File: src/design/hcd_pkg.sv
package hcd_pkg;

    localparam int COUNT_W    = 31;     // hour count field
    localparam int CNT_W      = 5;      // step counter, holds COUNT_W - 1
    localparam int CHAR_W     = 6;      // ASCII digit field
    localparam int BCD_DIGITS = 4;      // year kept modulo 10000
    localparam int DAY_HOURS  = 24;
    localparam int YEAR_HOURS = 8760;   // 365 * 24
    localparam int YREM_W     = 14;     // remainder of count / YEAR_HOURS
    localparam int HOUR_W     = 5;      // remainder of / DAY_HOURS
    localparam int YDAY_W     = 9;      // day of year 0..364
    localparam int MONTH_W    = 4;      // month index 0..11
    localparam int MDAY_W     = 5;

    localparam logic [MONTH_W-1:0] LAST_MONTH = 4'd11;
    localparam logic [CHAR_W-1:0]  ASCII_ZERO = 6'd48;

    typedef logic [3:0]        t_bcd;
    typedef logic [CHAR_W-1:0] t_char;

    typedef struct packed {
        t_bcd tens;
        t_bcd ones;
    } t_two_digit;

    function automatic logic [4:0] month_len(input logic [MONTH_W-1:0] idx);
        logic [4:0] len;
        unique case (idx)
            4'd1:                      len = 5'd28;
            4'd3, 4'd5, 4'd8, 4'd10:   len = 5'd30;
            default:                   len = 5'd31;
        endcase
        return len;
    endfunction

    function automatic t_char to_char(input t_bcd d);
        return ASCII_ZERO + {2'b00, d};
    endfunction

    // 5-bit value (0..31) into two decimal digits
    function automatic t_two_digit split2(input logic [4:0] v);
        t_two_digit r;
        logic [4:0] low;
        priority if (v >= 5'd30) begin
            r.tens = 4'd3;
            low    = v - 5'd30;
        end else if (v >= 5'd20) begin
            r.tens = 4'd2;
            low    = v - 5'd20;
        end else if (v >= 5'd10) begin
            r.tens = 4'd1;
            low    = v - 5'd10;
        end else begin
            r.tens = 4'd0;
            low    = v;
        end
        r.ones = low[3:0];
        return r;
    endfunction

endpackage

File: src/design/hcd_if.sv
interface hcd_in_if;
    import hcd_pkg::*;
    logic               valid;
    logic               ready;
    logic [COUNT_W-1:0] hour_count;

    modport source (output valid, output hour_count, input ready);
    modport sink   (input valid, input hour_count, output ready);
endinterface

interface hcd_out_if;
    import hcd_pkg::*;
    logic  valid;
    logic  ready;
    t_char year_thousands;
    t_char year_hundreds;
    t_char year_tens;
    t_char year_ones;
    t_char month_tens;
    t_char month_ones;
    t_char day_tens;
    t_char day_ones;
    t_char hour_tens;
    t_char hour_ones;

    modport source (output valid, input ready,
                    output year_thousands, year_hundreds, year_tens, year_ones,
                    output month_tens, month_ones, day_tens, day_ones,
                    output hour_tens, hour_ones);
    modport sink   (input valid, output ready,
                    input year_thousands, year_hundreds, year_tens, year_ones,
                    input month_tens, month_ones, day_tens, day_ones,
                    input hour_tens, hour_ones);
endinterface

File: src/design/hcd_div_serial.sv
// Restoring divider by a constant, one dividend bit per cycle while i_shift is high, MSB first.
module hcd_div_serial #(
    parameter int DIVISOR = 24
) (
    input  logic                         i_clk,
    input  logic                         i_clear,
    input  logic                         i_shift,
    input  logic                         i_bit,
    output logic                         o_qbit,
    output logic [$clog2(DIVISOR)-1:0]   o_rem
);
    localparam int REM_W = $clog2(DIVISOR);
    localparam logic [REM_W:0] DIV_C = (REM_W + 1)'(DIVISOR);

    logic [REM_W-1:0] r_rem;
    logic [REM_W:0]   w_trial;
    logic [REM_W:0]   w_diff;

    assign w_trial = {r_rem, i_bit};
    assign w_diff  = w_trial - DIV_C;
    assign o_qbit  = (w_trial >= DIV_C);
    assign o_rem   = r_rem;

    always_ff @(posedge i_clk) begin
        if (i_clear) begin
            r_rem <= '0;
        end else if (i_shift) begin
            r_rem <= o_qbit ? w_diff[REM_W-1:0] : w_trial[REM_W-1:0];
        end
    end
endmodule

File: src/design/hcd_bcd_serial.sv
// Shift-add-3 binary to BCD, one bit per cycle while i_shift is high;
// carries out of the top digit are dropped, so the digits track the value modulo 10000.
module hcd_bcd_serial (
    input  logic                    i_clk,
    input  logic                    i_clear,
    input  logic                    i_shift,
    input  logic                    i_bit,
    output hcd_pkg::t_bcd [3:0]     o_digits
);
    import hcd_pkg::*;

    t_bcd [BCD_DIGITS-1:0]   r_digits;
    t_bcd [BCD_DIGITS-1:0]   w_adj;
    logic [4*BCD_DIGITS:0]   w_shift;   // top bit is the dropped carry

    always_comb begin
        for (int i = 0; i < BCD_DIGITS; i++) begin
            w_adj[i] = (r_digits[i] >= 4'd5) ? r_digits[i] + 4'd3 : r_digits[i];
        end
    end

    assign w_shift = {w_adj, i_bit};

    always_ff @(posedge i_clk) begin
        if (i_clear) begin
            r_digits <= '0;
        end else if (i_shift) begin
            r_digits <= w_shift[4*BCD_DIGITS-1:0];
        end
    end

    assign o_digits = r_digits;
endmodule

File: src/design/hcd_month_walk.sv
// Walks the day of year through the month lengths, one month per cycle.
module hcd_month_walk (
    input  logic                          i_clk,
    input  logic                          i_rst_n,
    input  logic                          i_start,
    input  logic [hcd_pkg::YDAY_W-1:0]    i_yday,
    output logic                          o_busy,
    output logic [hcd_pkg::MONTH_W-1:0]   o_month_idx,
    output logic [hcd_pkg::YDAY_W-1:0]    o_yday
);
    import hcd_pkg::*;

    logic                r_busy;
    logic [MONTH_W-1:0]  r_month;
    logic [YDAY_W-1:0]   r_yday;
    logic [YDAY_W-1:0]   w_len;
    logic                w_skip;

    assign w_len  = {{(YDAY_W - 5){1'b0}}, month_len(r_month)};
    assign w_skip = (r_month < LAST_MONTH) && (r_yday >= w_len);

    always_ff @(posedge i_clk) begin
        if (!i_rst_n) begin
            r_busy <= 1'b0;
        end else if (i_start) begin
            r_busy <= 1'b1;
        end else if (r_busy && !w_skip) begin
            r_busy <= 1'b0;
        end
    end

    always_ff @(posedge i_clk) begin
        if (i_start) begin
            r_month <= '0;
            r_yday  <= i_yday;
        end else if (r_busy && w_skip) begin
            r_month <= r_month + 4'd1;
            r_yday  <= r_yday - w_len;
        end
    end

    assign o_busy      = r_busy;
    assign o_month_idx = r_month;
    assign o_yday      = r_yday;
endmodule

File: src/design/hour_count_to_calendar_digits.sv
// Hour count to calendar digits (no leap years).
//
// Input channel i_in carries a 31-bit elapsed-hour count; output channel
// o_out carries one timestamp per input: four year digits (year modulo
// 10000), two month, two day-of-month and two hour-of-day digits, each an
// ASCII character '0'..'9'. Both channels use valid/ready; a transaction
// happens on a clock edge where both are high.
//
// After the input transaction the count is shifted MSB first through two
// serial dividers (by 8760 for the year, by 24 for the hour) while the year
// quotient bits feed a serial BCD converter; the year remainder is then
// divided by 24 to get the day of year, and the month walk steps past one
// month per cycle. One count is in flight at a time: i_in.ready is high
// only while the sequencer is idle.
//
// The result sits in an output register, so a new count is taken while the
// previous result waits. If o_out.ready stays low the finished conversion
// holds in its last state until the register frees up. Synchronous reset
// returns the sequencer to idle and drops o_out.valid.
module hour_count_to_calendar_digits (
    input  logic       i_clk,
    input  logic       i_rst_n,
    hcd_in_if.sink     i_in,
    hcd_out_if.source  o_out
);
    import hcd_pkg::*;

    typedef enum logic [2:0] {
        S_IDLE,
        S_DIV_A,    // count / 8760 and count % 24, year to BCD
        S_MID,      // capture hour, reload year remainder
        S_DIV_B,    // year remainder / 24 -> day of year
        S_WSTART,
        S_WAIT      // month walk, then hand off to output register
    } t_state;

    t_state              r_state;
    logic [CNT_W-1:0]    r_cnt;
    logic [COUNT_W-1:0]  r_count;   // serial source, MSB out first
    logic [YDAY_W-1:0]   r_yday;
    logic [HOUR_W-1:0]   r_hour;
    logic                r_out_valid;
    t_char               r_y3, r_y2, r_y1, r_y0;
    t_char               r_mo_t, r_mo_o, r_d_t, r_d_o, r_h_t, r_h_o;

    logic                w_accept;
    logic                w_out_free;
    logic                w_load;
    logic                w_in_bit;
    logic                w_qbit_y;
    logic                w_qbit_h;
    logic [YREM_W-1:0]   w_rem_y;
    logic [HOUR_W-1:0]   w_rem_h;
    t_bcd [3:0]          w_year;
    logic                w_walk_busy;
    logic [MONTH_W-1:0]  w_month_idx;
    logic [YDAY_W-1:0]   w_walk_yday;
    t_two_digit          w_month_dd, w_mday_dd, w_hour_dd;

    assign i_in.ready = (r_state == S_IDLE);
    assign w_accept   = i_in.valid && i_in.ready;
    assign w_in_bit   = r_count[COUNT_W-1];
    assign w_out_free = !r_out_valid || o_out.ready;
    assign w_load     = (r_state == S_WAIT) && !w_walk_busy && w_out_free;

    hcd_div_serial #(.DIVISOR(8760)) u_div_year (
        .i_clk   (i_clk),
        .i_clear (w_accept),
        .i_shift (r_state == S_DIV_A),
        .i_bit   (w_in_bit),
        .o_qbit  (w_qbit_y),
        .o_rem   (w_rem_y)
    );

    // shared: hour of day in the first pass, day of year in the second
    hcd_div_serial #(.DIVISOR(24)) u_div_hour (
        .i_clk   (i_clk),
        .i_clear (w_accept || (r_state == S_MID)),
        .i_shift ((r_state == S_DIV_A) || (r_state == S_DIV_B)),
        .i_bit   (w_in_bit),
        .o_qbit  (w_qbit_h),
        .o_rem   (w_rem_h)
    );

    hcd_bcd_serial u_bcd (
        .i_clk    (i_clk),
        .i_clear  (w_accept),
        .i_shift  (r_state == S_DIV_A),
        .i_bit    (w_qbit_y),
        .o_digits (w_year)
    );

    hcd_month_walk u_walk (
        .i_clk       (i_clk),
        .i_rst_n     (i_rst_n),
        .i_start     (r_state == S_WSTART),
        .i_yday      (r_yday),
        .o_busy      (w_walk_busy),
        .o_month_idx (w_month_idx),
        .o_yday      (w_walk_yday)
    );

    assign w_month_dd = split2({1'b0, w_month_idx} + 5'd1);
    assign w_mday_dd  = split2(w_walk_yday[MDAY_W-1:0] + 5'd1);
    assign w_hour_dd  = split2(r_hour);

    always_ff @(posedge i_clk) begin
        if (!i_rst_n) begin
            r_state     <= S_IDLE;
            r_out_valid <= 1'b0;
        end else begin
            // a new result may replace one taken at this same edge
            if (w_load) begin
                r_out_valid <= 1'b1;
            end else if (o_out.ready) begin
                r_out_valid <= 1'b0;
            end
            unique case (r_state)
                S_IDLE: begin
                    if (w_accept) begin
                        r_count <= i_in.hour_count;
                        r_cnt   <= '0;
                        r_state <= S_DIV_A;
                    end
                end
                S_DIV_A: begin
                    r_count <= r_count << 1;
                    r_cnt   <= r_cnt + 1'b1;
                    if (r_cnt == CNT_W'(COUNT_W - 1)) begin
                        r_state <= S_MID;
                    end
                end
                S_MID: begin
                    r_hour  <= w_rem_h;
                    r_count <= {w_rem_y, {(COUNT_W - YREM_W){1'b0}}};
                    r_yday  <= '0;
                    r_cnt   <= '0;
                    r_state <= S_DIV_B;
                end
                S_DIV_B: begin
                    r_count <= r_count << 1;
                    r_yday  <= {r_yday[YDAY_W-2:0], w_qbit_h};
                    r_cnt   <= r_cnt + 1'b1;
                    if (r_cnt == CNT_W'(YREM_W - 1)) begin
                        r_state <= S_WSTART;
                    end
                end
                S_WSTART: begin
                    r_state <= S_WAIT;
                end
                S_WAIT: begin
                    if (w_load) begin
                        r_y3        <= to_char(w_year[3]);
                        r_y2        <= to_char(w_year[2]);
                        r_y1        <= to_char(w_year[1]);
                        r_y0        <= to_char(w_year[0]);
                        r_mo_t      <= to_char(w_month_dd.tens);
                        r_mo_o      <= to_char(w_month_dd.ones);
                        r_d_t       <= to_char(w_mday_dd.tens);
                        r_d_o       <= to_char(w_mday_dd.ones);
                        r_h_t       <= to_char(w_hour_dd.tens);
                        r_h_o       <= to_char(w_hour_dd.ones);
                        r_state     <= S_IDLE;
                    end
                end
                default: r_state <= S_IDLE;
            endcase
        end
    end

    assign o_out.valid          = r_out_valid;
    assign o_out.year_thousands = r_y3;
    assign o_out.year_hundreds  = r_y2;
    assign o_out.year_tens      = r_y1;
    assign o_out.year_ones      = r_y0;
    assign o_out.month_tens     = r_mo_t;
    assign o_out.month_ones     = r_mo_o;
    assign o_out.day_tens       = r_d_t;
    assign o_out.day_ones       = r_d_o;
    assign o_out.hour_tens      = r_h_t;
    assign o_out.hour_ones      = r_h_o;

    a_start: assert property (@(posedge i_clk) disable iff (!i_rst_n)
        w_accept |=> r_state == S_DIV_A)
        else $error("conversion did not start after input transaction");

    a_hour: assert property (@(posedge i_clk) disable iff (!i_rst_n)
        r_state == S_WAIT |-> r_hour < HOUR_W'(DAY_HOURS))
        else $error("hour remainder out of range");

    a_month: assert property (@(posedge i_clk) disable iff (!i_rst_n)
        r_state == S_WAIT |-> w_month_idx <= LAST_MONTH)
        else $error("month walk ran past December");

    a_mday: assert property (@(posedge i_clk) disable iff (!i_rst_n)
        w_load |-> w_walk_yday < {{(YDAY_W - 5){1'b0}}, month_len(w_month_idx)})
        else $error("day of month exceeds month length");

    a_out_range: assert property (@(posedge i_clk) disable iff (!i_rst_n)
        r_out_valid |-> (o_out.hour_tens <= ASCII_ZERO + 6'd2)
                     && (o_out.day_tens <= ASCII_ZERO + 6'd3)
                     && (o_out.month_tens <= ASCII_ZERO + 6'd1))
        else $error("output digit out of range");

endmodule

File: src/flat_wrapper.sv
// flat-port wrapper written by rule: the top's interface ports become plain ports
module hour_count_to_calendar_digits_flat import hcd_pkg::*;
  (i_clk, i_rst_n, i_in_valid, i_in_hour_count, i_in_ready, o_out_valid, o_out_ready, o_out_year_thousands, o_out_year_hundreds, o_out_year_tens, o_out_year_ones, o_out_month_tens, o_out_month_ones, o_out_day_tens, o_out_day_ones, o_out_hour_tens, o_out_hour_ones);
  hcd_in_if i_in_i ();
  hcd_out_if o_out_i ();
  input  logic i_clk;
  input  logic i_rst_n;
  input wire logic [$bits(i_in_i.valid)-1:0] i_in_valid;
  input wire logic [$bits(i_in_i.hour_count)-1:0] i_in_hour_count;
  output wire logic [$bits(i_in_i.ready)-1:0] i_in_ready;
  output wire logic [$bits(o_out_i.valid)-1:0] o_out_valid;
  input wire logic [$bits(o_out_i.ready)-1:0] o_out_ready;
  output wire logic [$bits(o_out_i.year_thousands)-1:0] o_out_year_thousands;
  output wire logic [$bits(o_out_i.year_hundreds)-1:0] o_out_year_hundreds;
  output wire logic [$bits(o_out_i.year_tens)-1:0] o_out_year_tens;
  output wire logic [$bits(o_out_i.year_ones)-1:0] o_out_year_ones;
  output wire logic [$bits(o_out_i.month_tens)-1:0] o_out_month_tens;
  output wire logic [$bits(o_out_i.month_ones)-1:0] o_out_month_ones;
  output wire logic [$bits(o_out_i.day_tens)-1:0] o_out_day_tens;
  output wire logic [$bits(o_out_i.day_ones)-1:0] o_out_day_ones;
  output wire logic [$bits(o_out_i.hour_tens)-1:0] o_out_hour_tens;
  output wire logic [$bits(o_out_i.hour_ones)-1:0] o_out_hour_ones;
  assign i_in_i.valid = i_in_valid;
  assign i_in_i.hour_count = i_in_hour_count;
  assign i_in_ready = i_in_i.ready;
  assign o_out_valid = o_out_i.valid;
  assign o_out_i.ready = o_out_ready;
  assign o_out_year_thousands = o_out_i.year_thousands;
  assign o_out_year_hundreds = o_out_i.year_hundreds;
  assign o_out_year_tens = o_out_i.year_tens;
  assign o_out_year_ones = o_out_i.year_ones;
  assign o_out_month_tens = o_out_i.month_tens;
  assign o_out_month_ones = o_out_i.month_ones;
  assign o_out_day_tens = o_out_i.day_tens;
  assign o_out_day_ones = o_out_i.day_ones;
  assign o_out_hour_tens = o_out_i.hour_tens;
  assign o_out_hour_ones = o_out_i.hour_ones;
  hour_count_to_calendar_digits u_core (.i_clk(i_clk), .i_rst_n(i_rst_n), .i_in(i_in_i), .o_out(o_out_i));
endmodule
File: config.mk
export PLATFORM = sky130hd
export DESIGN_NAME = hour_count_to_calendar_digits_flat
export DESIGN_NICKNAME = d
export VERILOG_FILES = /design/src/design/hcd_pkg.sv /design/src/design/hcd_if.sv /design/src/design/hcd_div_serial.sv /design/src/design/hcd_bcd_serial.sv /design/src/design/hcd_month_walk.sv /design/src/design/hour_count_to_calendar_digits.sv /design/src/flat_wrapper.sv
export SDC_FILE = /design/constraint.sdc
export NUM_CORES = 1
export LEC_CHECK = 0
export ABC_AREA = 1
export BUFFER_PORTS_ARGS = -buffer_cell sky130_fd_sc_hd__buf_2
export CORE_UTILIZATION = 44
export DETAILED_ROUTE_END_ITERATION = 10
export GPL_ROUTABILITY_DRIVEN = 1
export HOLD_SLACK_MARGIN = 0.06
export PLACE_DENSITY = 0.66
export SYNTH_ARGS = -nofsm -noshare
export SYNTH_HDL_FRONTEND = slang
export SYNTH_SLANG_ARGS = --single-unit
File: constraint.sdc
create_clock -name i_clk -period 2.42 [get_ports i_clk]
set_clock_uncertainty 0.05 [all_clocks]
set_input_delay 0.484 -clock i_clk [delete_from_list [all_inputs] [get_ports i_clk]]
set_output_delay 0.484 -clock i_clk [all_outputs]
set_load 0.02 [all_outputs]
# Yosys cells after proc, flatten, opt, wreduce, memory -nomap -nowiden
# Cells that the tools add are included.
# word_totals
input_bits	35
ff_bits	163
output_inout_bits	62
romBits	0
latch_bits	0
ram_bits	0
memories	0
# classes
addsub	30
multipliers	0
n_div	0
magnitude_cmp	17
n_shift	0
bitwise_logic	0
mux	41
n_eq_ne	16
n_reduce_logical	25
# op_table
operator	count
$pmux 31 s3	1
$mux 4	18
$add 5x5->6 const A	10
$mux 31	1
$ge 5x5->1 const B	6
$sub 4x4->4 const B	6
$mux 9	2
$pmux 3 s6	1
$pmux 9 s2	1
$ge 4x3->1 const B	4
$ge 15x14->1 const B	1
$ge 5x4->1 const B	3
$mux 3	5
$pmux 5 s3	1
$mux 14	1
$sub 14x14->14 const B	1
$add 4x2->4 const B	3
$sub 4x3->4 const B	3
$add 5x1->5 const B	2
$mux 5	2
$ge 9x5->1	1
$sub 9x5->9	1
$eq 4x4->1 const B	2
$reduce_bool 2->1	4
28 further kinds	49

# Depth between registers and ports, before layout
# depth
depth_word	9
mapped_depth	14
mapped_depth_nobuf	14

# By module
# From an unflattened synthesis, not the netlist that was laid out.
# unflattened
hier_cells	883
area_unflattened_um2	7671.1
# modules_own_cells
module	seq_area_each_um2	area_per_inst_um2	instances	cells_each
hour_count_to_calendar_digits	2602.5	4446.8	1	426
hcd_div_serial at u_core.u_div_year	280.3	1027.2	1	162
hcd_bcd_serial	320.3	1023.5	1	155
hcd_month_walk	370.4	968.4	1	111
hcd_div_serial at u_core.u_div_hour	100.1	205.2	1	29

# Least setup slack after synthesis
# No wires, ideal clock.
# synth_timing
path_kind	reg2reg
from	reg u_core.r_state[2]
to	reg u_core.r_d_o[0] (netlist: u_core.o_out.day_ones[0]), enable pin
path_stages_with_launch	6
arrival_time_ns	2.176
synth_period_minus_slack_ns	2.652
path_slack_ns	-0.232
path_buffers	1
path_cell_list	dfxtp_1 buf_2 nand3_1 nor2_1 nand2_1 nor2_1
# synth_via
elab_chain_cells	4
# synth_rtl
item	line	source
start: declaration	hour_count_to_calendar_digits.sv:37	t_state r_state;
start signal: assignment	hour_count_to_calendar_digits.sv:109	r_state <= S_IDLE;
start signal: assignment	hour_count_to_calendar_digits.sv:123	r_state <= S_DIV_A;
start signal: assignment	hour_count_to_calendar_digits.sv:130	r_state <= S_MID;
$eq 3x3->1 (*)	hour_count_to_calendar_digits.sv:64, hour_count_to_calendar_digits.sv:118	
$logic_and 1x1->1 (2 in a row)	hour_count_to_calendar_digits.sv:64	assign w_load = (r_state == S_WAIT) && !w_walk_busy && w_out_free;
$reduce_and 3->1 (no line) (*)	--	
end signal: assignment	hour_count_to_calendar_digits.sv:160	r_d_o <= to_char(w_mday_dd.ones);
end: declaration	hour_count_to_calendar_digits.sv:44	t_char r_mo_t, r_mo_o, r_d_t, r_d_o, r_h_t, r_h_o;
# Every way passes the cells marked *; elsewhere a longest branch is shown, timed or not.
# A chain may end at the register's enable or synchronous reset.

# Final worst setup path
# layout_timing
from	reg u_core.u_walk.r_month[1] (netlist: u_core.u_walk.o_month_idx[1])
to	reg u_core.u_walk.r_yday[6] (netlist: u_core.u_walk.o_yday[6]), data pin
# layout_via
elab_chain_cells	6
elab_cells_between_ends	10
# layout_rtl
item	line	source
start: declaration	hcd_month_walk.sv:14	logic [MONTH_W-1:0] r_month;
start signal: assignment	hcd_month_walk.sv:37	r_month <= r_month + 4'd1;
$eq 4x2->1 (tied with other cells)	hcd_pkg.sv:28	unique case (idx)
$reduce_or 4->1	hcd_pkg.sv:28	
$pmux 2 s2 (*)	hcd_pkg.sv:28	
$sub 9x5->9 (*)	hcd_month_walk.sv:38	r_yday <= r_yday - w_len;
$mux 9 (*)	hcd_month_walk.sv:36	end else if (r_busy && w_skip) begin
$mux 9 (*)	hcd_month_walk.sv:33	if (i_start) begin
end signal: assignment	hcd_month_walk.sv:35	r_yday <= i_yday;
end signal: assignment	hcd_month_walk.sv:38	
end: declaration	hcd_month_walk.sv:15	logic [YDAY_W-1:0] r_yday;
# Every way passes the cells marked *; elsewhere a longest branch is shown, timed or not. The select of a mux whose other input is x is not followed.

==> flow_summary.ini <==
[routing]
final_antenna_net_count = 0
drc = 0
routed_wl_mm = 13.2
via_per_inst = 4.74
drt_iter0_markers = 284
firstDrtPassIters = 5
wl_per_cell_um = 12.0
vias = 5210

[job]
maxCapViolCount = 0

[global_routing]
grt_usage_pct = 17.1
grt_pass1_vias = 4652
antenna_found_initial = 0
grt_pass1_wl_mm = 22.3
grt-ovfl-total = 0
grt_max_degree = 37

[clocking]
cts_made_buffers = 17
cts_root_buf = clkbuf_16
h-tree-depth = 4
clkTransAtPathRegs_ns = 0.06
clk_path_buf_depth = 2
clock_latency_ns = 0.42
clock-sinks = 137
cts_tree = built

[logic_synthesis]
synthArstFlopShare_pct = 0
netlist_top_cells_area = edfxtp_1, dfxtp_1, nand2_1
ys_ff_latch = 137
syn-mean-instance-area_sq_um = 9.19
post-synth-top-count-cell = nand2_1
synth-seq-area-share_pct = 51.2
yosys.area.top_type = edfxtp_1
synth-warning-count = 0
synth_area_sq_um = 7170
synthFlopType = edfxtp_1
synth_edf_count = 93
synth_cell_types = 47
synth_common_cells = nand2_1, inv_1, edfxtp_1
yosysTopAreaCellShare_pct = 39.0
synthCells = 780

[finish]
syn_to_final_growth_pct = 16.8
n_antenna_cell = 0
final_cells = 1099
drive_gt1_share_pct = 19.3
fin_nets = 940
final_core_util_pct = 52.7

[worst_setup_path]
cp-end-kind = flop
worstSetupStartpoint = u_core.u_walk.o_month_idx[1]
cp-start-kind = flop
critPathRequiredTime_ns = 2.54
crit_buf_inv = 3
crit_type = flop to flop
cpLargestDelayFamily = adder cells
crit_arrival_ns = 2.46
path_cells = inv_2 > ha_2 > o21ai_2 > o32ai_2 > a31oi_1 > ha_1 > inv_2 > fa_2 > inv_1 > nor2_1 > a21oi_1 > xnor2_1 > o21ai_0
max_stage_delay_ns = 0.36
cpMaxStageDelayCell = dfxtp_2
r2r-start = u_core.u_walk.o_month_idx[1]
cp_common_cell = inv_2
crit_fanout = 4

[hold_path]
hp-start = i_in_hour_count[23]
worstHoldPathType = primary input to flop

[timing]
layout_setup_ws_ns = 0.0864
period_needed_ns = 2.33
drv_slew = 0
setup-violations-final = 0
hold_slack_ns = 0.282
relSlewSlack_pct = 43.9
grt_setup_unrepaired = yes
fmax_ghz = 0.429
hold_violations = 0
worst_slew_pin_slew_ns = 0.841
fin_crit_sh_pct = 96.4

[pwr]
p_per_area_nw_per_um2 = 1320
ir_drop_v = 0.000713
p_leak_nw = 3.81
p_total_mw = 11.0

[floorplanning]
die_w_um = 130
row_count = 46
core_area_sq_um = 15900
dieArea_sq_um = 16800
die_h_um = 130
pin_count = 97
start_util_pct = 45.1

[place]
gp_congestion = 0.854
place_inst = 1066
portBuffers = 70
place_ws_ns = -0.0967
place_hpwl_mm = 9.27

[outcome]
status = finished, final reports clean
state kept, by name, indices dropped and copies added, names as in the netlist, 3 cells and up:
| signal | flops |
|---|---|
| u_core.r_hour | 5 |
| u_core.o_out.year_ones | 4 |
| u_core.u_bcd.o_digits | 16 |
| u_core.o_out.hour_ones | 4 |
| u_core.o_out.year_hundreds | 4 |
| u_core.u_div_hour.o_rem | 5 |
| u_core.o_out.day_ones | 4 |
| u_core.o_out.month_ones | 4 |
| u_core.o_out.year_tens | 4 |
| u_core.u_div_year.o_rem | 14 |
| u_core.r_count | 31 |
| u_core.r_cnt | 5 |
| u_core.u_walk.o_month_idx | 4 |
| u_core.u_walk.o_yday | 9 |
| u_core.r_yday | 9 |
| u_core.o_out.year_thousands | 4 |
| u_core.r_state | 3 |
worst register-to-register path, delay by kind of cell (launching register included):
kind,cells,cell delay (ns)
xor+xnor,1,0.13
simple gates,1,0.05
flops,1,0.36
fa+ha+maj,3,0.68
compound gates,5,0.62
buf+inv,3,0.18
metrics by stage:
stage | TNS, ns | area, sq um
floorplan | 0 | 7260
global placement | 0 | 7770
detailed placement | -0.523 | 7770
CTS | 0 | 8360
global route | -0.163 | 8370
finish | 0 | 8370
placed cells by master, fill, tap and decap left out, drive strengths merged, types with 6 or more instances in the layout:
master,n
nand3,56
a22oi,7
nor2,40
clkbuf,19
edfxtp,93
a22o,16
dfxtp,44
inv,121
o211ai,13
conb,26
nand2,176
nand4,9
buf,94
o21ai,46
a21oi,44
ha,34
xnor2,6
xor2,10
path summary, 6_finish.rpt:
path,end,slack [ns],cells after the start
max reg2reg,u_core.u_walk.o_yday[6],0.09,13
min,u_core.r_count[23],0.28,3
min reg2reg,u_core.o_out.year_hundreds[3],0.41,0
max,u_core.u_walk.o_yday[6],0.09,13
power by group:
group | leakage, nW | total, mW | switching (mW) | internal, mW
registers | 1.23 | 4.05 | 0.531 | 3.52
logic | 2.31 | 4.52 | 2.79 | 1.73
clock network | 0.269 | 2.45 | 1.00 | 1.45
total | 3.81 | 11.0 | 4.33 | 6.70
routing by layer:
layer / up-vias / track usage (%) / routed length (um)
met2: 130 / 25.9 / 5640
met4: 0 / 6.36 / 151
met1: 2325 / 22.7 / 6590
li1: 2743 / - / -
met3: 12 / 5.86 / 839
met5: - / 0 / 0
cell type report:
cell class,instances,area [sq um]
fill,1490,7510
sequential,137,3680
multi-input combinational,503,2880
timing repair buffer,94,543
clock buffer,19,443
inverter,117,440
tap,216,270
clock inverter,13,119
cells by family (layout without fill, tap and decap cells):
family                   Yosys count  in the layout  share of synthesized area [%]
flip-flops                       137            137                           51.2
AND/OR/NAND/NOR                  288            288                           17.9
XOR/XNOR                          16             16                           2.32
buffers and inverters            164            243                           10.4
AO/OA/AOI/OAI                    138            138                           11.8
other                              2             26                          0.105
adder cells (fa/ha/maj)           35             35                           6.21
what timing repair did:
action	in CTS	in global routing
setup buffers	0	1
hold buffers	0	0
setup endpoints to repair	12	13
cloned	0	0
pin swaps	3	4
gates resized for setup	11	5
(Power assumes the default switching activity.)
